## config.mk

```make
export PLATFORM = sky130hd
export DESIGN_NAME = debug_string_artifact_scanner_unit
export DESIGN_NICKNAME = d
export VERILOG_FILES = /design/src/dsas_pkg.sv /design/src/dsas_cell.sv /design/src/dsas_match.sv /design/src/debug_string_artifact_scanner_unit.sv
export SDC_FILE = /design/constraint.sdc
export NUM_CORES = 2
export LEC_CHECK = 0
export BUFFER_PORTS_ARGS = -buffer_cell sky130_fd_sc_hd__buf_2
export CORE_MARGIN = 2
export CORE_UTILIZATION = 40
export CTS_BUF_LIST = sky130_fd_sc_hd__clkbuf_4 sky130_fd_sc_hd__clkbuf_8
export DETAILED_ROUTE_END_ITERATION = 7
export PLACE_DENSITY_LB_ADDON = 0.3
export SYNTH_ARGS = -nofsm -noshare
export SYNTH_HDL_FRONTEND = slang
export SYNTH_SLANG_ARGS = --single-unit
export TNS_END_PERCENT = 30
```

## constraint.sdc

```tcl
create_clock -name clk -period 11.8 [get_ports clk]
set_input_delay 0.59 -clock clk [delete_from_list [all_inputs] [get_ports clk]]
set_output_delay 0.59 -clock clk [all_outputs]
set_load 0.005 [all_outputs]
```

## src/dsas_pkg.sv

```systemverilog
// Shared types, constants and match helpers for the debug string artifact scanner.
package dsas_pkg;

	localparam int COUNT_WIDTH  = 32;
	localparam int OFFSET_WIDTH = 32;
	localparam int NUM_CATS     = 5;
	localparam int WIN_DEPTH    = 18;
	localparam int PAT_BITS     = 8 * WIN_DEPTH;
	localparam int NUM_PATS     = 20;
	localparam int NUM_EXTS     = 6;
	localparam int LEN_BITS     = 5;

	localparam logic [2:0] CAT_PATH       = 3'd0;
	localparam logic [2:0] CAT_ASSERTION  = 3'd1;
	localparam logic [2:0] CAT_LOG        = 3'd2;
	localparam logic [2:0] CAT_CONSOLE    = 3'd3;
	localparam logic [2:0] CAT_CREDENTIAL = 3'd4;

	localparam logic REG_MIN_LENGTH    = 1'b0;
	localparam logic REG_EXAMPLE_LIMIT = 1'b1;

	localparam logic KIND_FINDING = 1'b0;
	localparam logic KIND_TOTAL   = 1'b1;

	typedef logic [WIN_DEPTH-1:0][7:0] win_t;

	typedef struct packed {
		logic [7:0] byte_value;
		logic       last_byte;
	} in_item_t;

	typedef struct packed {
		logic        result_kind;
		logic [31:0] string_offset;
		logic [31:0] string_length;
		logic        path_hit;
		logic        assertion_hit;
		logic        log_hit;
		logic        console_hit;
		logic        credential_hit;
		logic [4:0]  example_mask;
		logic [2:0]  category_index;
		logic [31:0] total_count;
		logic        last_result;
	} out_item_t;

	typedef struct packed {
		logic shift;
		logic clear;
	} cell_ctl_t;

	// Texts are right-aligned: the final character sits in the low byte.
	// An underscore is written as the octal escape \137.
	localparam logic [PAT_BITS-1:0] PAT_TEXT [NUM_PATS] = '{
		PAT_BITS'("assert failed"), PAT_BITS'("assertion failed"),
		PAT_BITS'("abort() was called"), PAT_BITS'("__assert\137func"),
		PAT_BITS'("[debug]"), PAT_BITS'("debug:"), PAT_BITS'("verbose:"),
		PAT_BITS'("esp\137logv"), PAT_BITS'("log\137local\137level"),
		PAT_BITS'("esp\137console"), PAT_BITS'("debug shell"), PAT_BITS'("uart console"),
		PAT_BITS'("console command"), PAT_BITS'("shell command"),
		PAT_BITS'("admin:admin"), PAT_BITS'("root:root"), PAT_BITS'("test:test"),
		PAT_BITS'("admin/admin"), PAT_BITS'("default\137password"),
		PAT_BITS'("test\137password")
	};

	localparam logic [LEN_BITS-1:0] PAT_LEN [NUM_PATS] = '{
		5'd13, 5'd16, 5'd18, 5'd13, 5'd7, 5'd6, 5'd8, 5'd8, 5'd15, 5'd11,
		5'd11, 5'd12, 5'd15, 5'd13, 5'd11, 5'd9, 5'd9, 5'd11, 5'd16, 5'd13
	};

	localparam logic [2:0] PAT_CAT [NUM_PATS] = '{
		CAT_ASSERTION, CAT_ASSERTION, CAT_ASSERTION, CAT_ASSERTION,
		CAT_LOG, CAT_LOG, CAT_LOG, CAT_LOG, CAT_LOG,
		CAT_CONSOLE, CAT_CONSOLE, CAT_CONSOLE, CAT_CONSOLE, CAT_CONSOLE,
		CAT_CREDENTIAL, CAT_CREDENTIAL, CAT_CREDENTIAL, CAT_CREDENTIAL,
		CAT_CREDENTIAL, CAT_CREDENTIAL
	};

	localparam logic [PAT_BITS-1:0] EXT_TEXT [NUM_EXTS] = '{
		PAT_BITS'(".c"), PAT_BITS'(".h"), PAT_BITS'(".cc"),
		PAT_BITS'(".cpp"), PAT_BITS'(".cxx"), PAT_BITS'(".s")
	};

	localparam logic [LEN_BITS-1:0] EXT_LEN [NUM_EXTS] = '{
		5'd2, 5'd2, 5'd3, 5'd4, 5'd4, 5'd2
	};

	// The window is zero past the run, and no text holds a zero byte, so a
	// text longer than the run never matches.
	function automatic logic ends_with(win_t w, logic [PAT_BITS-1:0] p,
			logic [LEN_BITS-1:0] len);
		logic hit;
		hit = 1'b1;
		for (int i = 0; i < WIN_DEPTH; i++) begin
			if (LEN_BITS'(i) < len && w[i] != p[8*i +: 8]) begin
				hit = 1'b0;
			end
		end
		return hit;
	endfunction

	function automatic logic ends_with_ext(win_t w);
		logic hit;
		hit = 1'b0;
		for (int k = 0; k < NUM_EXTS; k++) begin
			if (ends_with(w, EXT_TEXT[k], EXT_LEN[k])) begin
				hit = 1'b1;
			end
		end
		return hit;
	endfunction

endpackage

```

## src/dsas_cell.sv

```systemverilog
// One byte cell of the folded character window.
module dsas_cell import dsas_pkg::*; (
	input  logic      clk,
	input  logic      arst_n,
	input  cell_ctl_t ctl,
	input  logic [7:0] d,
	output logic [7:0] q
);

	logic [7:0] byte_q;

	// Clearing a run wins over shifting in a new byte.
	always_ff @(posedge clk or negedge arst_n) begin
		if (!arst_n) begin
			byte_q <= 8'h00;
		end else if (ctl.clear) begin
			byte_q <= 8'h00;
		end else if (ctl.shift) begin
			byte_q <= d;
		end
	end

	assign q = byte_q;

endmodule

```

## src/dsas_match.sv

```systemverilog
// Pattern matcher over the window: one flag per category that ends at the newest byte.
module dsas_match import dsas_pkg::*; (
	input  win_t                win,
	output logic [NUM_CATS-1:0] cats
);

	// The path category is decided elsewhere, so bit zero stays low here.
	always_comb begin
		cats = '0;
		for (int k = 0; k < NUM_PATS; k++) begin
			if (ends_with(win, PAT_TEXT[k], PAT_LEN[k])) begin
				cats[PAT_CAT[k]] = 1'b1;
			end
		end
	end

endmodule

```

## src/debug_string_artifact_scanner_unit.sv

```systemverilog
// Top level of the debug string artifact scanner: run tracking, counters and result sequencing.
//
//   channel   direction  handshake            payload
//   in        input      in_valid/in_ready    in_data    (byte_value, last_byte)
//   out       output     out_valid/out_ready  out_data   (finding or category total)
//   cfg       input      cfg_write            cfg_index, cfg_data
//
// A byte is scanned in the cycle its request is accepted; the window cells, run state and
// category counters update at that edge, so bytes that cause no result flow at one per cycle.
// A byte's results (at most one finding, plus five totals on the last byte) wait in a
// result stage and leave through the output register at one per cycle while the output is ready.
// A new request is taken whenever the result stage is empty or hands its final result over
// in that same cycle; so a byte with more than one result holds the input, stalled, until
// the result stage hands over its final result.
// Reset clears the window, run state, counters, configuration to 4 and 5, and all valids.
// A stalled output holds its register; the result stage and then the input back up behind it.
module debug_string_artifact_scanner_unit import dsas_pkg::*; (
	input  logic       clk,
	input  logic       arst_n,
	input  logic       in_valid,
	output logic       in_ready,
	input  in_item_t   in_data,
	output logic       out_valid,
	input  logic       out_ready,
	output out_item_t  out_data,
	input  logic       cfg_write,
	input  logic       cfg_index,
	input  logic [7:0] cfg_data
);

	localparam logic [2:0] LAST_CAT = 3'(NUM_CATS - 1);
	localparam logic [COUNT_WIDTH-1:0] COUNT_MAX = '1;

	// Configuration registers.
	logic [7:0] min_len_q;
	logic [7:0] limit_q;

	// Run state.
	logic [OFFSET_WIDTH-1:0] pos_q;
	logic [OFFSET_WIDTH-1:0] start_q;
	logic [31:0]             len_q;
	logic [NUM_CATS-1:0]     flags_q;
	logic                    sep_q;
	logic                    pend_q;
	logic [COUNT_WIDTH-1:0]  cnt_q [NUM_CATS];

	// Result stage.
	logic                   fnd_v_s1;
	logic                   tot_v_s1;
	logic [2:0]             idx_s1;
	out_item_t              fnd_s1;
	logic [COUNT_WIDTH-1:0] tot_s1 [NUM_CATS];

	// Output register.
	logic      out_valid_q;
	out_item_t out_q;

	win_t       win;
	win_t       win_shift;
	cell_ctl_t  cell_ctl;
	logic [7:0] c;
	logic [7:0] c_fold;
	logic       in_fire;
	logic       printable;
	logic       is_term;
	logic       is_sep;
	logic       close_run;
	logic       qualify;
	logic       ext_close;

	logic [OFFSET_WIDTH-1:0] start_n;
	logic [31:0]             len_n;
	logic [NUM_CATS-1:0]     flags_n;
	logic [NUM_CATS-1:0]     new_cats;
	logic [NUM_CATS-1:0]     fin_flags;
	logic [4:0]              mask;
	logic                    sep_n;
	logic                    pend_n;
	logic [COUNT_WIDTH-1:0]  cnt_upd [NUM_CATS];

	logic      s1_busy;
	logic      load;
	logic      final_item;
	out_item_t next_out;

	assign in_fire   = in_valid && in_ready;
	assign c         = in_data.byte_value;
	assign printable = (c >= 8'h20) && (c <= 8'h7e);
	// Upper-case letters fold to lower case by setting bit five.
	assign c_fold    = (c >= 8'h41 && c <= 8'h5a) ? (c | 8'h20) : c;
	assign is_term   = (c == 8'h3a) || (c == 8'h29) || (c == 8'h20);
	assign is_sep    = (c == 8'h2f) || (c == 8'h5c);

	// The window after the new byte enters, as the cells will hold it.
	assign win_shift = {win[WIN_DEPTH-2:0], c_fold};

	genvar gi;
	generate
		for (gi = 0; gi < WIN_DEPTH; gi++) begin : g_cell
			dsas_cell u_cell (
				.clk    (clk),
				.arst_n (arst_n),
				.ctl    (cell_ctl),
				.d      (gi == 0 ? c_fold : win[(gi == 0) ? 0 : gi - 1]),
				.q      (win[gi])
			);
		end
	endgenerate

	dsas_match u_match (
		.win  (win_shift),
		.cats (new_cats)
	);

	// Next run state, as if the byte were taken.
	always_comb begin
		start_n = start_q;
		len_n   = len_q;
		flags_n = flags_q;
		sep_n   = sep_q;
		pend_n  = pend_q;
		if (printable) begin
			if (is_term && ends_with_ext(win)) begin
				pend_n = 1'b1;
			end
			if (len_q == '0) begin
				start_n = pos_q;
			end
			if (len_q != '1) begin
				len_n = len_q + 32'd1;
			end
			if (is_sep) begin
				sep_n = 1'b1;
			end
			flags_n = flags_q | new_cats;
		end
	end

	// A run closes on a non-printable byte, or on a printable last byte that joins it.
	assign close_run = (!printable && len_q != '0) || (printable && in_data.last_byte);
	assign ext_close = printable ? ends_with_ext(win_shift) : ends_with_ext(win);
	assign qualify   = close_run && (len_n != '0) && (len_n >= 32'(min_len_q));

	always_comb begin
		fin_flags = flags_n;
		if (sep_n && (pend_n || ext_close)) begin
			fin_flags[CAT_PATH] = 1'b1;
		end
		for (int i = 0; i < NUM_CATS; i++) begin
			mask[i]    = fin_flags[i] && (cnt_q[i] < COUNT_WIDTH'(limit_q));
			cnt_upd[i] = cnt_q[i];
			if (qualify && fin_flags[i] && cnt_q[i] != COUNT_MAX) begin
				cnt_upd[i] = cnt_q[i] + COUNT_WIDTH'(1);
			end
		end
	end

	assign cell_ctl.clear = in_fire && (close_run || in_data.last_byte);
	assign cell_ctl.shift = in_fire && printable;

	always_ff @(posedge clk or negedge arst_n) begin
		if (!arst_n) begin
			min_len_q <= 8'd4;
			limit_q   <= 8'd5;
		end else if (cfg_write) begin
			case (cfg_index)
				REG_MIN_LENGTH:    min_len_q <= cfg_data;
				REG_EXAMPLE_LIMIT: limit_q   <= cfg_data;
				default:           min_len_q <= min_len_q;
			endcase
		end
	end

	always_ff @(posedge clk or negedge arst_n) begin
		if (!arst_n) begin
			pos_q   <= '0;
			start_q <= '0;
			len_q   <= '0;
			flags_q <= '0;
			sep_q   <= 1'b0;
			pend_q  <= 1'b0;
			for (int i = 0; i < NUM_CATS; i++) begin
				cnt_q[i] <= '0;
			end
		end else if (in_fire) begin
			if (close_run || in_data.last_byte) begin
				start_q <= '0;
				len_q   <= '0;
				flags_q <= '0;
				sep_q   <= 1'b0;
				pend_q  <= 1'b0;
			end else begin
				start_q <= start_n;
				len_q   <= len_n;
				flags_q <= flags_n;
				sep_q   <= sep_n;
				pend_q  <= pend_n;
			end
			if (in_data.last_byte) begin
				pos_q <= '0;
				for (int i = 0; i < NUM_CATS; i++) begin
					cnt_q[i] <= '0;
				end
			end else begin
				pos_q <= pos_q + OFFSET_WIDTH'(1);
				for (int i = 0; i < NUM_CATS; i++) begin
					cnt_q[i] <= cnt_upd[i];
				end
			end
		end
	end

	// Result sequencing: the finding goes first, then totals by category.
	assign s1_busy    = fnd_v_s1 || tot_v_s1;
	assign load       = s1_busy && (!out_valid_q || out_ready);
	assign final_item = fnd_v_s1 ? !tot_v_s1 : (idx_s1 == LAST_CAT);
	assign in_ready   = !s1_busy || (load && final_item);

	always_comb begin
		next_out = '0;
		if (fnd_v_s1) begin
			next_out             = fnd_s1;
			next_out.last_result = !tot_v_s1;
		end else begin
			next_out.result_kind    = KIND_TOTAL;
			next_out.category_index = idx_s1;
			next_out.total_count    = 32'(tot_s1[idx_s1]);
			next_out.last_result    = (idx_s1 == LAST_CAT);
		end
	end

	always_ff @(posedge clk or negedge arst_n) begin
		if (!arst_n) begin
			fnd_v_s1 <= 1'b0;
			tot_v_s1 <= 1'b0;
			idx_s1   <= '0;
		end else if (in_fire) begin
			fnd_v_s1 <= qualify;
			tot_v_s1 <= in_data.last_byte;
			idx_s1   <= '0;
		end else if (load) begin
			if (fnd_v_s1) begin
				fnd_v_s1 <= 1'b0;
			end else if (idx_s1 == LAST_CAT) begin
				tot_v_s1 <= 1'b0;
			end else begin
				idx_s1 <= idx_s1 + 3'd1;
			end
		end
	end

	always_ff @(posedge clk) begin
		if (in_fire) begin
			fnd_s1.result_kind    <= KIND_FINDING;
			fnd_s1.string_offset  <= 32'(start_n);
			fnd_s1.string_length  <= len_n;
			fnd_s1.path_hit       <= fin_flags[CAT_PATH];
			fnd_s1.assertion_hit  <= fin_flags[CAT_ASSERTION];
			fnd_s1.log_hit        <= fin_flags[CAT_LOG];
			fnd_s1.console_hit    <= fin_flags[CAT_CONSOLE];
			fnd_s1.credential_hit <= fin_flags[CAT_CREDENTIAL];
			fnd_s1.example_mask   <= mask;
			fnd_s1.category_index <= '0;
			fnd_s1.total_count    <= '0;
			fnd_s1.last_result    <= 1'b0;
			for (int i = 0; i < NUM_CATS; i++) begin
				tot_s1[i] <= cnt_upd[i];
			end
		end
	end

	always_ff @(posedge clk or negedge arst_n) begin
		if (!arst_n) begin
			out_valid_q <= 1'b0;
		end else if (load) begin
			out_valid_q <= 1'b1;
		end else if (out_ready) begin
			out_valid_q <= 1'b0;
		end
	end

	always_ff @(posedge clk) begin
		if (load) begin
			out_q <= next_out;
		end
	end

	assign out_valid = out_valid_q;
	assign out_data  = out_q;

	// The last byte restarts offsets for the next image.
	a_pos_restart: assert property (@(posedge clk) disable iff (!arst_n)
		in_fire && in_data.last_byte |=> pos_q == '0)
		else $error("byte position not restarted after last byte");

	// Totals never start while a finding still waits ahead of them.
	a_finding_first: assert property (@(posedge clk) disable iff (!arst_n)
		fnd_v_s1 && tot_v_s1 |-> idx_s1 == '0)
		else $error("totals started before the finding left");

	// A finding always describes a non-empty string.
	a_finding_len: assert property (@(posedge clk) disable iff (!arst_n)
		out_valid_q && out_q.result_kind == KIND_FINDING |-> out_q.string_length != '0)
		else $error("finding with zero length");

	// The input is never taken while earlier results are still queued behind a stall.
	a_no_overrun: assert property (@(posedge clk) disable iff (!arst_n)
		s1_busy && !load |-> !in_ready)
		else $error("request accepted over pending results");

endmodule
```

==> results.ini <==
[global_route]
antenna_found_initial = 9
grtUsageTotal_pct = 23.07
grt_pass1_wl_um = 187600
overflow = 0
grt_pass1_vias = 30862
grt_max_degree = 138

[clocking]
cts_setup_buffers = 0
cts-root-buf = clkbuf_8
hold_buffers = 5
clkSinkCount = 765
cts_tree = done
clk_pin_slew_ps = 60
cts_buffer_depth = 3
insertion_delay_ps = 820
cts_buffers = 135
h-tree-depth = 4
post_cts_resized = 0

[critical_path]
end_kind = register
required_ps = 12340
path_max_fanout = 42
rr_endpoint = tot_s1[3][9]$_DFFE_PP_
arrival_ps = 6970
r2r_cells = 18
crit_type = register to register
start_kind = register
rrSetupSlack_ps = 5370
r2r_start = len_q[0]$_DFFE_PN0P_

[logic_synthesis]
synth_edf_count = 345
synthCells = 4003
ys_ff_latch = 765
synth-main-ff-cell = dfrtp_1
synth_warnings = 0
seq_area_frac_synth_pct = 51.23
synthTopCellsByArea = dfrtp_1 (26%), edfxtp_1 (25%), nand2_1 (5.0%)
synthesis.nets = 4079
avgSynthCellArea_um2 = 10.18
synth_cell_type_count = 92
async_flop_share_pct = 54.90
netlist_area_mm2 = 0.04075
synth_top_area_share_pct = 25.61
yosys.area.top_type = dfrtp_1

[sta]
finalCritPeriodShare_pct = 54.49
worst_slew_pin_slew_ps = 1190
fmax_mhz = 155.5
relSlewSlack_pct = 19.98
final-max-slew-violation-count = 0
setup_viol = 0
rsz0062_at_grt = no
min_period_ps = 6430
hold_viol_final = 0
setup_tns_ps = 0
hold_ws_ps = 77.23
finalClockSkew_ps = 38.33
fin_ws_ps = 5370

[power]
leakage_nw = 17.51
irDropWorstVdd_uv = 281.8
power_density_mw_per_mm2 = 184.6

[floorplanning]
ios = 136
die_h_um = 323.2
core_mm2 = 0.1014
num_rows = 117
die_w_um = 323.2
dieArea_mm2 = 0.1044
start_util_pct = 40.16

[layout]
drive_gt1_share_pct = 13.47
finalNonFillerCells = 5520
area_growth_pct = 11.45
final_nets = 4115

[outcome]
outcome = complete, no violations

[routing]
drc = 0
post_drt_wl_per_cell_um = 21.84
drtIter0Drc = 3124
vias_per_cell = 5.860
finalWirelength_um = 120600
vias = 32348
dr.pass1.iters = 6
ant_nets = 0

[worst_hold_path]
hp-start = cfg_data[6]
min_path_cells = 3
holdPathEnd = min_len_q[6]$_DFFE_PN0P_
hold_path.class = input port to register

[placement]
dpl.cell_count = 5265
port_buffers = 135
post-place-ws_ps = 5014
place_congestion = 0.9498
dpl.hpwl_um = 80200

[flow_run]
maxCapViolCount = 0

==> power by group <==
group	switching, mW	internal (mW)	leakage [nW]
logic	1.27	0.701	7.31
registers	0.423	3.41	8.71
clock network	1.15	1.43	1.49
==> area by class of cell <==
class                           count  area [um2]
Fill cell                        9637       56040
Multi-Input combinational cell   2829       18370
Inverter                          115       440.4
Clock inverter                     43       310.3
Tap cell                         1368        1712
Clock buffer                      205        2515
Sequential cell                   765       20880
Timing Repair Buffer              193        1177
Antenna cell                        2       5.005
==> worst max-delay path, cell delays in order, from the launching register on <==
cell	delay [ps]
dfrtp_1	440
ha_1	320
nand4_1	180
nor2_2	450
a31oi_1	460
and4_1	370
xnor2_1	300
inv_1	110
ha_1	300
a21oi_1	140
o21ai_0	120
a31o_2	260
a21oi_1	220
a41oi_2	200
o21ai_4	960
buf_4	460
buf_4	470
nor3_1	190
xnor2_1	160
==> synth_stat cells, drive strengths merged (95+ instances only) <==
cell	number
nor2	211
and2	95
edfxtp	345
dfrtp	417
xnor2	150
a21oi	175
and3	102
nand2	543
nor4	103
nand4	121
nor3	151
clkbuf	248
nand3	193
inv	115
==> per-layer routing <==
metal | global-route usage (%) | part of all wire, % | vias to the layer above
met2 | 35.80 | 46 | 1178
met3 | 4.026 | 6.3 | 265
li1 | - | - | 14889
met5 | 0 | 0.040 | -
met4 | 8.599 | 3.4 | 8
met1 | 32.28 | 44 | 16008
==> kinds of logic after synthesis <==
kind of cell | synth area share, %
AO/OA/AOI/OAI | 10.43
XOR/XNOR | 4.686
adder cells (fa/ha/maj) | 1.627
buffers and inverters | 3.924
flip-flops | 51.23
multiplexers | 4.293
AND/OR/NAND/NOR | 23.81
==> worst max-delay path by stage <==
| stage | startpoint | end | slack, ps | cells past startpoint |
|---|---|---|---|---|
| after floorplan | idx_s1[0]$_DFFE_PN0P_ | len_q[28]$_DFFE_PN0P_ | 2290 | 12 |
| after detailed placement | in_data[4] | tot_s1[3][9]$_DFFE_PP_ | 5010 | 18 |
| final | len_q[0]$_DFFE_PN0P_ | tot_s1[3][9]$_DFFE_PP_ | 5370 | 18 |
| after CTS | len_q[0]$_DFFE_PN0P_ | tot_s1[3][9]$_DFFE_PP_ | 5400 | 18 |
| after global placement | in_data[4] | tot_s1[3][9]$_DFFE_PP_ | 5110 | 18 |
| after global routing | len_q[0]$_DFFE_PN0P_ | cnt_q[82]$_DFFE_PN0P_ | 4810 | 18 |
==> state kept, by name, indices dropped and copies added (netlist names) <==
| signal | cells |
|---|---|
| min_len_q | 8 |
| tot_s1 | 160 |
| out_valid | 1 |
| fnd_v_s1 | 1 |
| fnd_s1 | 74 |
| sep_q | 1 |
| start_q | 32 |
| len_q | 32 |
| limit_q | 8 |
| pos_q | 32 |
| cnt_q | 160 |
| tot_v_s1 | 1 |
| out_data | 111 |
| g_cell.u_cell.q | 136 |
| flags_q | 4 |
| pend_q | 1 |
| idx_s1 | 3 |
==> cells in the final DEF (no fill, tap or decap), types with 46 or more instances in the layout <==
cell | Yosys | routed
nand2_1 | 543 | 542
dfrtp_1 | 417 | 414
edfxtp_1 | 345 | 345
nor2_1 | 208 | 204
nand3_1 | 192 | 192
a21oi_1 | 175 | 172
clkbuf_8 | 0 | 156
xnor2_1 | 150 | 150
nor3_1 | 151 | 150
buf_2 | 17 | 133
nand4_1 | 121 | 121
inv_1 | 115 | 113
and3_1 | 102 | 102
nor4_1 | 101 | 101
and2_1 | 95 | 95
xor2_1 | 68 | 68
or3_1 | 62 | 62
nor2b_1 | 61 | 61
o21ai_0 | 59 | 59
o311ai_0 | 53 | 53
ha_1 | 53 | 53
mux2i_1 | 51 | 51
buf_4 | 5 | 50
clkbuf_4 | 0 | 49
mux2_2 | 46 | 46
a22o_1 | 46 | 46
==> per-stage QoR <==
step	utilization [%]	area [um2]	total power, mW
floorplan	-	40750	5.069
global placement	41.93	42530	5.802
detailed placement	41.93	42530	5.838
CTS	44.76	45410	8.439
global route	44.77	45410	8.824
finish	44.77	45410	8.382
Power figures use the tool's default switching activity.
